[config.mk]
export PLATFORM = sky130hd
export DESIGN_NAME = seth_hash
export DESIGN_NICKNAME = d
export VERILOG_FILES = /design/src/rtl/core/seth_pkg.sv /design/src/rtl/core/seth_hash.sv
export SDC_FILE = /design/constraint.sdc
export NUM_CORES = 1
export LEC_CHECK = 0
export BUFFER_PORTS_ARGS = -buffer_cell sky130_fd_sc_hd__buf_2
export CORE_MARGIN = 4
export CORE_UTILIZATION = 41
export DETAILED_ROUTE_END_ITERATION = 8
export HOLD_SLACK_MARGIN = 0.02
export PLACE_DENSITY_LB_ADDON = 0.05
export SKIP_CTS_REPAIR_TIMING = 1
export SYNTH_ARGS = -nofsm -noshare
export SYNTH_HDL_FRONTEND = slang
export SYNTH_SLANG_ARGS = --single-unit
[constraint.sdc]
create_clock -name clk -period 13.6 [get_ports clk]
set_input_delay 0.68 -clock clk [delete_from_list [all_inputs] [get_ports clk]]
set_output_delay 0.68 -clock clk [all_outputs]
set_load 0.02 [all_outputs]
[src/rtl/core/seth_pkg.sv]
// Shared constants, payload types and memory request types of the edge toggle hash.
package seth_pkg;

	localparam int TABLE_SIZE    = 5987;
	localparam int VERTEX_BITS   = 16;
	localparam int PROBE_STEP    = 241;

	// Fixed field widths of the request and result items.
	localparam int SLOT_FIELD_W  = 13;
	localparam int COUNT_FIELD_W = 13;
	localparam int COLL_W        = 32;

	localparam int SLOT_W        = $clog2(TABLE_SIZE);
	localparam int CNT_W         = $clog2(TABLE_SIZE + 1);
	localparam int REM_W         = SLOT_W + 1;
	localparam int STEP_MOD      = PROBE_STEP % TABLE_SIZE;

	// Hash reduction: a*a + b*b folded modulo TABLE_SIZE, RED_BITS bits a cycle.
	localparam int SQ_W          = 2 * VERTEX_BITS;
	localparam int SUM_W         = SQ_W + 1;
	localparam int RED_BITS      = 4;
	localparam int RED_DIGITS    = (SUM_W + RED_BITS - 1) / RED_BITS;
	localparam int RED_PAD       = RED_DIGITS * RED_BITS;
	localparam int DIGIT_CNT_W   = (RED_DIGITS > 1) ? $clog2(RED_DIGITS) : 1;

	typedef enum logic [1:0] {
		CMD_CLEAR  = 2'd0,
		CMD_TOGGLE = 2'd1,
		CMD_READ   = 2'd2,
		CMD_NONE   = 2'd3
	} cmd_t;

	typedef enum logic [2:0] {
		ST_ADDED   = 3'd0,
		ST_REMOVED = 3'd1,
		ST_FULL    = 3'd2,
		ST_CLEARED = 3'd3,
		ST_READ    = 3'd4
	} status_t;

	typedef struct packed {
		cmd_t                    command;
		logic [VERTEX_BITS-1:0]  vertex_a;
		logic [VERTEX_BITS-1:0]  vertex_b;
		logic [SLOT_FIELD_W-1:0] slot;
	} edge_req_t;

	typedef struct packed {
		status_t                  status;
		logic                     occupied;
		logic [SLOT_FIELD_W-1:0]  slot_index;
		logic [VERTEX_BITS-1:0]   stored_a;
		logic [VERTEX_BITS-1:0]   stored_b;
		logic [COUNT_FIELD_W-1:0] edge_count;
		logic [COLL_W-1:0]        collision_total;
	} edge_rsp_t;

	typedef struct packed {
		logic                   valid;
		logic [VERTEX_BITS-1:0] first;
		logic [VERTEX_BITS-1:0] second;
	} slot_entry_t;

	typedef struct packed {
		logic              rd_en;
		logic              wr_en;
		logic [SLOT_W-1:0] addr;
		slot_entry_t       wdata;
	} ram_req_t;

	typedef struct packed {
		logic              done;
		logic [SLOT_W-1:0] key;
	} hash_rsp_t;

endpackage

[src/rtl/core/seth_hash.sv]
// Home slot hash: (a*a + b*b) mod TABLE_SIZE, squares then digit-serial reduction.
module seth_hash (
	input  logic                             clk,
	input  logic                             arst_n,
	input  logic                             start,
	input  logic [seth_pkg::VERTEX_BITS-1:0] vertex_a,
	input  logic [seth_pkg::VERTEX_BITS-1:0] vertex_b,
	output seth_pkg::hash_rsp_t              rsp
);
	import seth_pkg::*;

	typedef enum logic [2:0] {
		H_IDLE   = 3'b001,
		H_SUM    = 3'b010,
		H_REDUCE = 3'b100
	} hstate_t;

	hstate_t                state_q;
	logic [SQ_W-1:0]        sq_a_q;
	logic [SQ_W-1:0]        sq_b_q;
	logic [RED_PAD-1:0]     x_q;
	logic [SLOT_W-1:0]      rem_q;
	logic [DIGIT_CNT_W-1:0] digit_q;
	logic                   done_q;
	logic [SLOT_W-1:0]      rem_next;

	// RED_BITS restoring steps, MSB first; remainder stays below TABLE_SIZE
	always_comb begin
		logic [REM_W-1:0] r;
		r = {1'b0, rem_q};
		for (int i = 0; i < RED_BITS; i++) begin
			r = {r[SLOT_W-1:0], x_q[RED_PAD-1-i]};
			if (r >= REM_W'(TABLE_SIZE)) begin
				r = r - REM_W'(TABLE_SIZE);
			end
		end
		rem_next = r[SLOT_W-1:0];
	end

	always_ff @(posedge clk or negedge arst_n) begin
		if (!arst_n) begin
			state_q <= H_IDLE;
			digit_q <= '0;
			done_q  <= 1'b0;
		end else begin
			done_q <= 1'b0;
			case (state_q)
				H_IDLE: begin
					if (start) begin
						state_q <= H_SUM;
					end
				end
				H_SUM: begin
					digit_q <= '0;
					state_q <= H_REDUCE;
				end
				H_REDUCE: begin
					digit_q <= digit_q + 1'b1;
					if (digit_q == DIGIT_CNT_W'(RED_DIGITS - 1)) begin
						done_q  <= 1'b1;
						state_q <= H_IDLE;
					end
				end
				default: state_q <= H_IDLE;
			endcase
		end
	end

	always_ff @(posedge clk) begin
		if (state_q == H_IDLE && start) begin
			sq_a_q <= SQ_W'(vertex_a) * SQ_W'(vertex_a);
			sq_b_q <= SQ_W'(vertex_b) * SQ_W'(vertex_b);
		end
		if (state_q == H_SUM) begin
			x_q   <= RED_PAD'(SUM_W'(sq_a_q) + SUM_W'(sq_b_q));
			rem_q <= '0;
		end else if (state_q == H_REDUCE) begin
			x_q   <= x_q << RED_BITS;
			rem_q <= rem_next;
		end
	end

	assign rsp.done = done_q;
	assign rsp.key  = rem_q;

endmodule

==> results.json, run 1 <==
{
  "routed_via_density": 5.16,
  "worstRegToRegCells": 26,
  "clockBufferDepth": 2,
  "async_reset_ff_share_pct": 6.72,
  "clk_latency_ns": 0.41,
  "r2r-start": "x_q[35]",
  "final.setup.tns_ns": 0,
  "final_util_pct": 44.2,
  "cp_data_required_time_ns": 13.88,
  "die_h_um": 238,
  "critical_path.max_fanout": 12,
  "synth_seq_cells": 119,
  "syn_area_per_cell_um2": 9.26,
  "synth-simple-area-share_pct": 14.5,
  "io_buffers": 48,
  "syn-num-nets": 2945,
  "drt_wl_total_um": 50500,
  "grt_pass1_vias": 16780,
  "wl_per_cell_um": 16.5,
  "grt_usage_pct": 18.4,
  "synth_mux_area_share_pct": 0.829,
  "status": "completed",
  "max_freq_mhz": 123,
  "fin_skew_ns": 0.0104,
  "maxSlewViolCount": 0,
  "hold_viol": 0,
  "htreeDepth": 4,
  "synth_area_um2": 21700,
  "r2r_slack_ns": 5.48,
  "rsz0062_at_grt": "false",
  "diodes": 0,
  "cts_sinks": 119,
  "fin_nets": 2950,
  "fill_cells": 5173,
  "setup_viol": 0,
  "synth_warnings": 0,
  "max_stage_delay_ns": 0.56,
  "timing.slew.headroom_pct": 39.1,
  "synth_compound_area_share_pct": 10.5,
  "grt_pass1_wl_um": 85400,
  "cts_buffers": 17,
  "synth_top_family_by_area": "adder cells",
  "synthXorXnorAreaFrac_pct": 4.92,
  "grt_max_degree": 65,
  "vias": 15765,
  "ys_seq_area_share_pct": 15.7,
  "ctsRootBufferMaster": "clkbuf_16",
  "die_area_um2": 56800,
  "layout_common_cells": "500 x inv_1, 328 x fa_1, 235 x ha_1, 201 x nand2_1, 128 x and2_1",
  "hpwl_um": 41500,
  "placementRows": 84,
  "core_area_um2": 52600,
  "die_w_um": 238,
  "finalCritPeriodShare_pct": 59.7,
  "area_delta_synth_final_pct": 6.76,
  "end_kind": "register",
  "synthFlopType": "edfxtp_1",
  "place.gp.congestion": 0.915,
  "initial_utilization_pct": 41.4,
  "crit_path_frequent_cell": "ha_1",
  "drc_errors": 0,
  "layout_commonest_cell": "inv_1",
  "setup_slack_ns": 5.48,
  "cts_tree": "yes",
  "path_clk_slew_ns": 0.06,
  "crit_slowest_cell": "o31ai_1",
  "drt_first_pass_iters": 5,
  "first_iter_violations": 756,
  "period_minus_slack_ns": 8.12,
  "place_ws_ns": 5.66,
  "drive_above_1_share_pct": 5.20,
  "arrival_ns": 8.39,
  "antenna_found_initial": 1,
  "cap_violations": 0,
  "crit_type": "register to register",
  "synthAdderAreaFrac_pct": 43.7,
  "r2r_end": "rem_q[6]",
  "syn-instance-count": 2347,
  "startpoint_type": "register",
  "ant_nets": 0,
  "hold_path.class": "input pin to async pin",
  "gr-total-overflow": 0,
  "io_pins": 49,
  "ys_types": 92,
  "tightestPinTransition_ns": 0.908,
  "synth_edf_count": 98
}
[registers in the layout, summed over array words and instances (netlist names)]
register,cells
x_q,36
sq_b_q,31
done_q,1
rem_q,13
sq_a_q,31
state_q,3
digit_q,4
[cells in the mapped netlist, types with 38 or more instances]
cell type	instances	share of area, %
inv_1	500	8.6
fa_1	328	30
ha_1	235	14
nand2_1	201	3.5
and2_1	128	3.7
nor2_1	111	1.9
edfxtp_1	98	14
xnor2_1	84	3.4
a21oi_1	82	1.9
o21ai_0	65	1.5
clkbuf_1	53	0.92
nor3_1	43	0.99
xor2_1	38	1.5
[logic make-up after synthesis]
group,Yosys count
buffers and inverters,566
XOR/XNOR,122
AND/OR/NAND/NOR,630
adder cells (fa/ha/maj),563
multiplexers,17
flip-flops,119
AO/OA/AOI/OAI,330
[routing by layer]
| metal | up-vias | track usage [%] | share of wire (%) |
|---|---|---|---|
| met4 | 0 | 3.87 | 2.0 |
| li1 | 7565 | - | - |
| met3 | 77 | 1.85 | 3.0 |
| met5 | - | 0 | 0 |
| met1 | 7856 | 24.7 | 44 |
| met2 | 267 | 32.6 | 51 |
[worst max-delay path: cells and delay by family (launching register included)]
kind	cells	cell delay, ns
AND/OR/NAND/NOR	9	2.32
adder cells (fa/ha/maj)	4	1.35
flip-flops	1	0.55
AO/OA/AOI/OAI	10	3.26
XOR/XNOR	3	0.49
[stage by stage]
stage               hold WS (ns)  instance area (um^2)  std cells
floorplan                  0.384                 21700       2347
CTS                       0.0938                 23200       3053
detailed placement         0.496                 22600       3021
global placement           0.479                 22600       3021
finish                     0.100                 23200       3053
global route               0.112                 23200       3053
[worst max-delay path by stage]
stage | start | end | slack (ns) | cells after the start
6_report | x_q[35] | rem_q[6] | 5.48 | 26
5_1_grt | x_q[35] | rem_q[12] | 4.80 | 26
4_1_cts | x_q[35] | rem_q[6] | 5.62 | 26
3_5_place_dp | x_q[35] | rem_q[6] | 5.66 | 26
3_3_place_gp | x_q[35] | rem_q[6] | 5.79 | 26
2_1_floorplan | vertex_a[1] | sq_a_q[30] | 6.66 | 25
[final cells by class]
| type | count | area (um^2) | area share (%) |
|---|---|---|---|
| clock buffer | 24 | 557 | 2.40 |
| clock inverter | 8 | 48.8 | 0.210 |
| inverter | 500 | 1880 | 8.09 |
| multi-input combinational | 1662 | 16200 | 69.8 |
| sequential | 119 | 3400 | 14.7 |
| tap | 688 | 861 | 3.71 |
| timing repair buffer | 52 | 270 | 1.16 |
Power of run 1 is not shown: default switching activity piles up to over one toggle a cycle in this logic, so the estimate is an artifact.
==> run 2: changes to the inputs <==
==> constraint.sdc (replaced) <==
create_clock -name clk -period 8.3 [get_ports clk]
set_input_delay 0.415 -clock clk [delete_from_list [all_inputs] [get_ports clk]]
set_output_delay 0.415 -clock clk [all_outputs]
set_load 0.02 [all_outputs]
==> run 2 against run 1 <==
  * Global-route usage grew 0.26 points
  * Sequential share of layout area down 0.058 points
  * Hold slack improved by 0.26 ns
  * Register-to-register slack worse by 4.7 ns
  * First-iteration DRC count is 2.4% lower
  * Maximum frequency increased by 8.2%
  * Highest routed layer unchanged
==> results.json, run 2 (synthesis gave the netlist of run 1 again) <==
{
  "status": "completed",
  "htreeDepth": 4,
  "startpoint_type": "register",
  "finalCritPeriodShare_pct": 90.3,
  "hpwl_um": 42800,
  "cts_sinks": 119,
  "vias": 15782,
  "wl_per_cell_um": 16.6,
  "drt_first_pass_iters": 5,
  "clockBufferDepth": 2,
  "placementRows": 84,
  "first_iter_violations": 738,
  "ctsRootBufferMaster": "clkbuf_16",
  "final_area_um2": 23300,
  "end_kind": "register",
  "critical_path.max_fanout": 12,
  "largest_reg_flops": 36,
  "initial_utilization_pct": 41.4,
  "cts_buffers": 17,
  "routed_via_density": 5.15,
  "path_clk_slew_ns": 0.06,
  "hold_viol": 0,
  "drt_wl_total_um": 50900,
  "rsz0062_at_grt": "false",
  "timing.slew.headroom_pct": 36.9,
  "core_area_um2": 52600,
  "grt_pass1_vias": 16849,
  "grt_usage_pct": 18.7,
  "crit_type": "register to register",
  "die_w_um": 238,
  "fin_skew_ns": 0.00920,
  "maxSlewViolCount": 0,
  "ant_nets": 0,
  "period_minus_slack_ns": 7.50,
  "clk_latency_ns": 0.42,
  "fin_nets": 2963,
  "gr-total-overflow": 0,
  "area_delta_synth_final_pct": 7.18,
  "antenna_found_initial": 0,
  "grt_max_degree": 63,
  "cts_tree": "yes",
  "layout_common_cells": "500 x inv_1, 328 x fa_1, 235 x ha_1, 201 x nand2_1, 128 x and2_1",
  "die_area_um2": 56800,
  "layout_commonest_cell": "inv_1",
  "placed_cell_area_um2": 22700,
  "io_buffers": 48,
  "io_pins": 49,
  "max_freq_mhz": 133,
  "place.gp.congestion": 0.848,
  "drive_above_1_share_pct": 5.47,
  "die_h_um": 238,
  "tightestPinTransition_ns": 0.942,
  "drc_errors": 0,
  "cap_violations": 0,
  "regMostFlops": "x_q",
  "grt_pass1_wl_um": 86000,
  "final.setup.tns_ns": 0,
  "setup_viol": 0,
  "hold_path.class": "input pin to async pin",
  "largest_registers": "x_q (36), sq_a_q (31), sq_b_q (31)",
  "arrival_ns": 7.78,
  "cp_data_required_time_ns": 8.59
}
## run 2: cell count changes in the layout (fill, tap and decap cells not counted), sizes merged, moves of 3 or more
cell / change
inv: -5
clkinv: +3
bufinv: +4
buf: +12
clkbuf: -3
## run 2: worst paths after layout
check / slack [ns] / start / depth (start not counted) / endpoint
min reg2reg: 0.50 / digit_q[3] / 1 / digit_q[3]
max reg2reg: 0.80 / x_q[35] / 26 / rem_q[6]
min: 0.36 / arst_n / 2 / digit_q[0]
max: 0.80 / x_q[35] / 26 / rem_q[6]
max in group asynchronous: 7.71 / arst_n / 2 / state_q[0]
min in group clk: 0.36 / start / 3 / state_q[1]
## run 2: worst max-delay path, stage by stage, from the launching register on
cell	delay, ns
edfxtp_1	0.38
ha_1	0.36
or4_4	0.52
a21oi_2	0.45
or3_1	0.24
nand2_1	0.12
ha_1	0.30
a2111oi_4	0.23
o311ai_1	0.23
and3_1	0.38
a21oi_4	0.28
xnor2_1	0.13
ha_1	0.24
nor2_1	0.10
nand3_1	0.08
o31ai_1	0.34
a31oi_1	0.09
o31ai_1	0.55
o31ai_2	0.24
nand2_1	0.32
xnor2_1	0.18
ha_1	0.25
nand2b_1	0.22
a311oi_4	0.54
and4bb_1	0.28
xnor2_1	0.17
o22ai_1	0.10
## run 2: stage by stage
step / util, % / hold slack (ns) / std cells / setup WS, ns
global route: 44.3 / 0.360 / 3066 / 0.220
global placement: 43.2 / 0.267 / 3033 / 0.968
CTS: 44.3 / -0.196 / 3065 / 0.860
finish: 44.3 / 0.360 / 3067 / 0.802
floorplan: - / 0.119 / 2347 / 1.62
detailed placement: 43.2 / 0.265 / 3033 / 0.882
## run 2: area by class of cell
| cell class | instances | area [um^2] |
|---|---|---|
| Tap cell | 688 | 861 |
| Sequential cell | 119 | 3400 |
| Clock buffer | 21 | 440 |
| Inverter | 500 | 1880 |
| Antenna cell | 1 | 2.50 |
| Fill cell | 5256 | 29300 |
| Clock inverter | 11 | 155 |
| Timing Repair Buffer | 65 | 370 |
| Multi-Input combinational cell | 1662 | 16200 |
## run 2: metal layers
metal,track usage [%],wire [um],vias to the layer above
li1,-,-,7595
met1,25.0,22600,7874
met2,33.1,26000,261
met3,2.35,1560,52
met4,3.34,769,0
met5,0,0,-
Power of run 2 is left out for the same reason.
==> run 3: changes to the inputs <==
--- a/config.mk
+++ b/config.mk
@@ -11,6 +11,7 @@
 export DETAILED_ROUTE_END_ITERATION = 8
 export HOLD_SLACK_MARGIN = 0.02
 export PLACE_DENSITY_LB_ADDON = 0.05
+export RECOVER_POWER = 100
 export SKIP_CTS_REPAIR_TIMING = 1
 export SYNTH_ARGS = -nofsm -noshare
 export SYNTH_HDL_FRONTEND = slang
==> constraint.sdc (replaced) <==
create_clock -name clk -period 8.3 [get_ports clk]
set_input_delay 0.415 -clock clk [delete_from_list [all_inputs] [get_ports clk]]
set_output_delay 0.415 -clock clk [all_outputs]
set_load 0.05 [all_outputs]
==> run 3 against run 2 <==
  * Clock-buffer cell count is the same
  * The flow now finishes with violations (max-capacitance violations, max-slew violations)
  * Global-route usage stayed put
  * Routed wire length barely moved
  * Core utilization decreased by 0.074 points
  * Critical path depth did not move
  * Setup slack lost 0.048 ns
  * Non-clock buffer count is the same
==> results.json, run 3 (synthesis gave the netlist of run 1 again) <==
{
  "cts_tree": "yes",
  "area_delta_synth_final_pct": 7.01,
  "io_pins": 49,
  "crit_slowest_cell": "or4_1",
  "die_area_um2": 56800,
  "multi_input_area_um2": 16200,
  "max_stage_delay_ns": 0.57,
  "place.gp.congestion": 0.848,
  "io_buffers": 48,
  "initial_utilization_pct": 41.4,
  "crit_type": "register to register",
  "vias": 15807,
  "layout_common_cells": "500 x inv_1, 328 x fa_1, 235 x ha_1, 201 x nand2_1, 116 x and2_1",
  "ant_nets": 0,
  "die_h_um": 238,
  "startpoint_type": "register",
  "htreeDepth": 4,
  "critical_path.max_fanout": 12,
  "tightestPinTransition_ns": 3.43,
  "largest_registers": "x_q (36), sq_a_q (31), sq_b_q (31)",
  "core_area_um2": 52600,
  "finalCritPeriodShare_pct": 90.9,
  "max_freq_mhz": 133,
  "regArea_um2": 3400,
  "use_met1_pct": 25.0,
  "maxSlewViolCount": 136,
  "fin_nets": 2963,
  "final.setup.tns_ns": 0,
  "cp_top_family": "compound AO/OA/AOI/OAI gates",
  "grt.busiest_layer": "met2",
  "fin_skew_ns": 0.00973,
  "gr-total-overflow": 0,
  "drc_errors": 0,
  "arrival_ns": 7.83,
  "grt.met2_usage_pct": 33.1,
  "drt_wl_total_um": 51000,
  "hold_path.class": "input pin to register",
  "clk_latency_ns": 0.42,
  "timing.slew.headroom_pct": -129,
  "layout_commonest_cell": "inv_1",
  "end_kind": "register",
  "first_iter_violations": 689,
  "cp_data_required_time_ns": 8.59,
  "drt_first_pass_iters": 4,
  "cts_sinks": 119,
  "hold_viol": 0,
  "largest_reg_flops": 36,
  "violations": "max-capacitance violations, max-slew violations",
  "grt_pass1_vias": 16849,
  "period_minus_slack_ns": 7.55,
  "die_w_um": 238,
  "hpwl_um": 42800,
  "crit_buf_inv": 0,
  "setup_viol": 0,
  "status": "finished with violations",
  "path_clk_slew_ns": 0.06,
  "routed_via_density": 5.15,
  "drive_above_1_share_pct": 4.42,
  "rsz0062_at_grt": "false",
  "fill_cells": 5273,
  "clockBufferDepth": 2,
  "wl_per_cell_um": 16.6,
  "grt_usage_pct": 18.7,
  "cap_violations": 3,
  "antenna_found_initial": 0,
  "crit_path_frequent_cell": "ha_1",
  "cts_buffers": 17,
  "regMostFlops": "x_q",
  "placementRows": 84,
  "grt_max_degree": 63,
  "grt_pass1_wl_um": 86000,
  "ctsRootBufferMaster": "clkbuf_16",
  "use_met3_pct": 2.35
}
run 3: cell count changes in the layout (fill, tap and decap cells not counted), moves of 2 or more:
cell      previous run  this run
clkbuf_1             4        26
and2_0               0        12
or2_0                0         2
buf_2               48        29
and2_1             128       116
buf_4               16        13
run 3: metrics by stage:
step | hold slack, ns | area [um^2] | util, % | setup slack, ns | cells
after detailed placement | 0.265 | 22700 | 43.2 | 0.882 | 3033
after CTS | -0.196 | 23300 | 44.3 | 0.860 | 3065
after global routing | 0.360 | 23300 | 44.3 | 0.130 | 3066
after floorplan | 0.119 | 21700 | - | 1.50 | 2347
final | 0.364 | 23300 | 44.3 | 0.754 | 3067
after global placement | 0.267 | 22700 | 43.2 | 0.968 | 3033
run 3: area by class of cell:
| class | count | share of cell area, % |
|---|---|---|
| Antenna cell | 1 | 0.0108 |
| Clock buffer | 21 | 1.89 |
| Clock inverter | 11 | 0.667 |
| Inverter | 500 | 8.07 |
| Multi-Input combinational cell | 1662 | 69.6 |
| Sequential cell | 119 | 14.6 |
| Tap cell | 688 | 3.70 |
| Timing Repair Buffer | 65 | 1.44 |
run 3: path summary, 6_finish.rpt:
kind	startpoint	to	slack (ns)	cells past startpoint
max in group asynchronous	arst_n	state_q[0]	7.54	2
hold reg to reg	digit_q[3]	digit_q[3]	0.50	1
setup reg to reg	x_q[35]	rem_q[6]	0.75	26
min in group asynchronous	arst_n	digit_q[3]	0.44	2
setup / recovery	x_q[35]	rem_q[6]	0.75	26
hold / removal	start	state_q[1]	0.36	3
run 3: tightest hold or removal path, stage by stage:
cell      delay [ns]
buf_2           0.10
nand3b_1        0.17
nor2_1          0.06
run 3: metal layers:
| metal | share of wire (%) | wire length [um] | vias to the layer above |
|---|---|---|---|
| li1 | - | - | 7600 |
| met1 | 44 | 22600 | 7901 |
| met2 | 51 | 26100 | 255 |
| met3 | 2.9 | 1490 | 51 |
| met4 | 1.5 | 758 | 0 |
| met5 | 0 | 0 | - |
Power of run 3 is left out for the same reason.
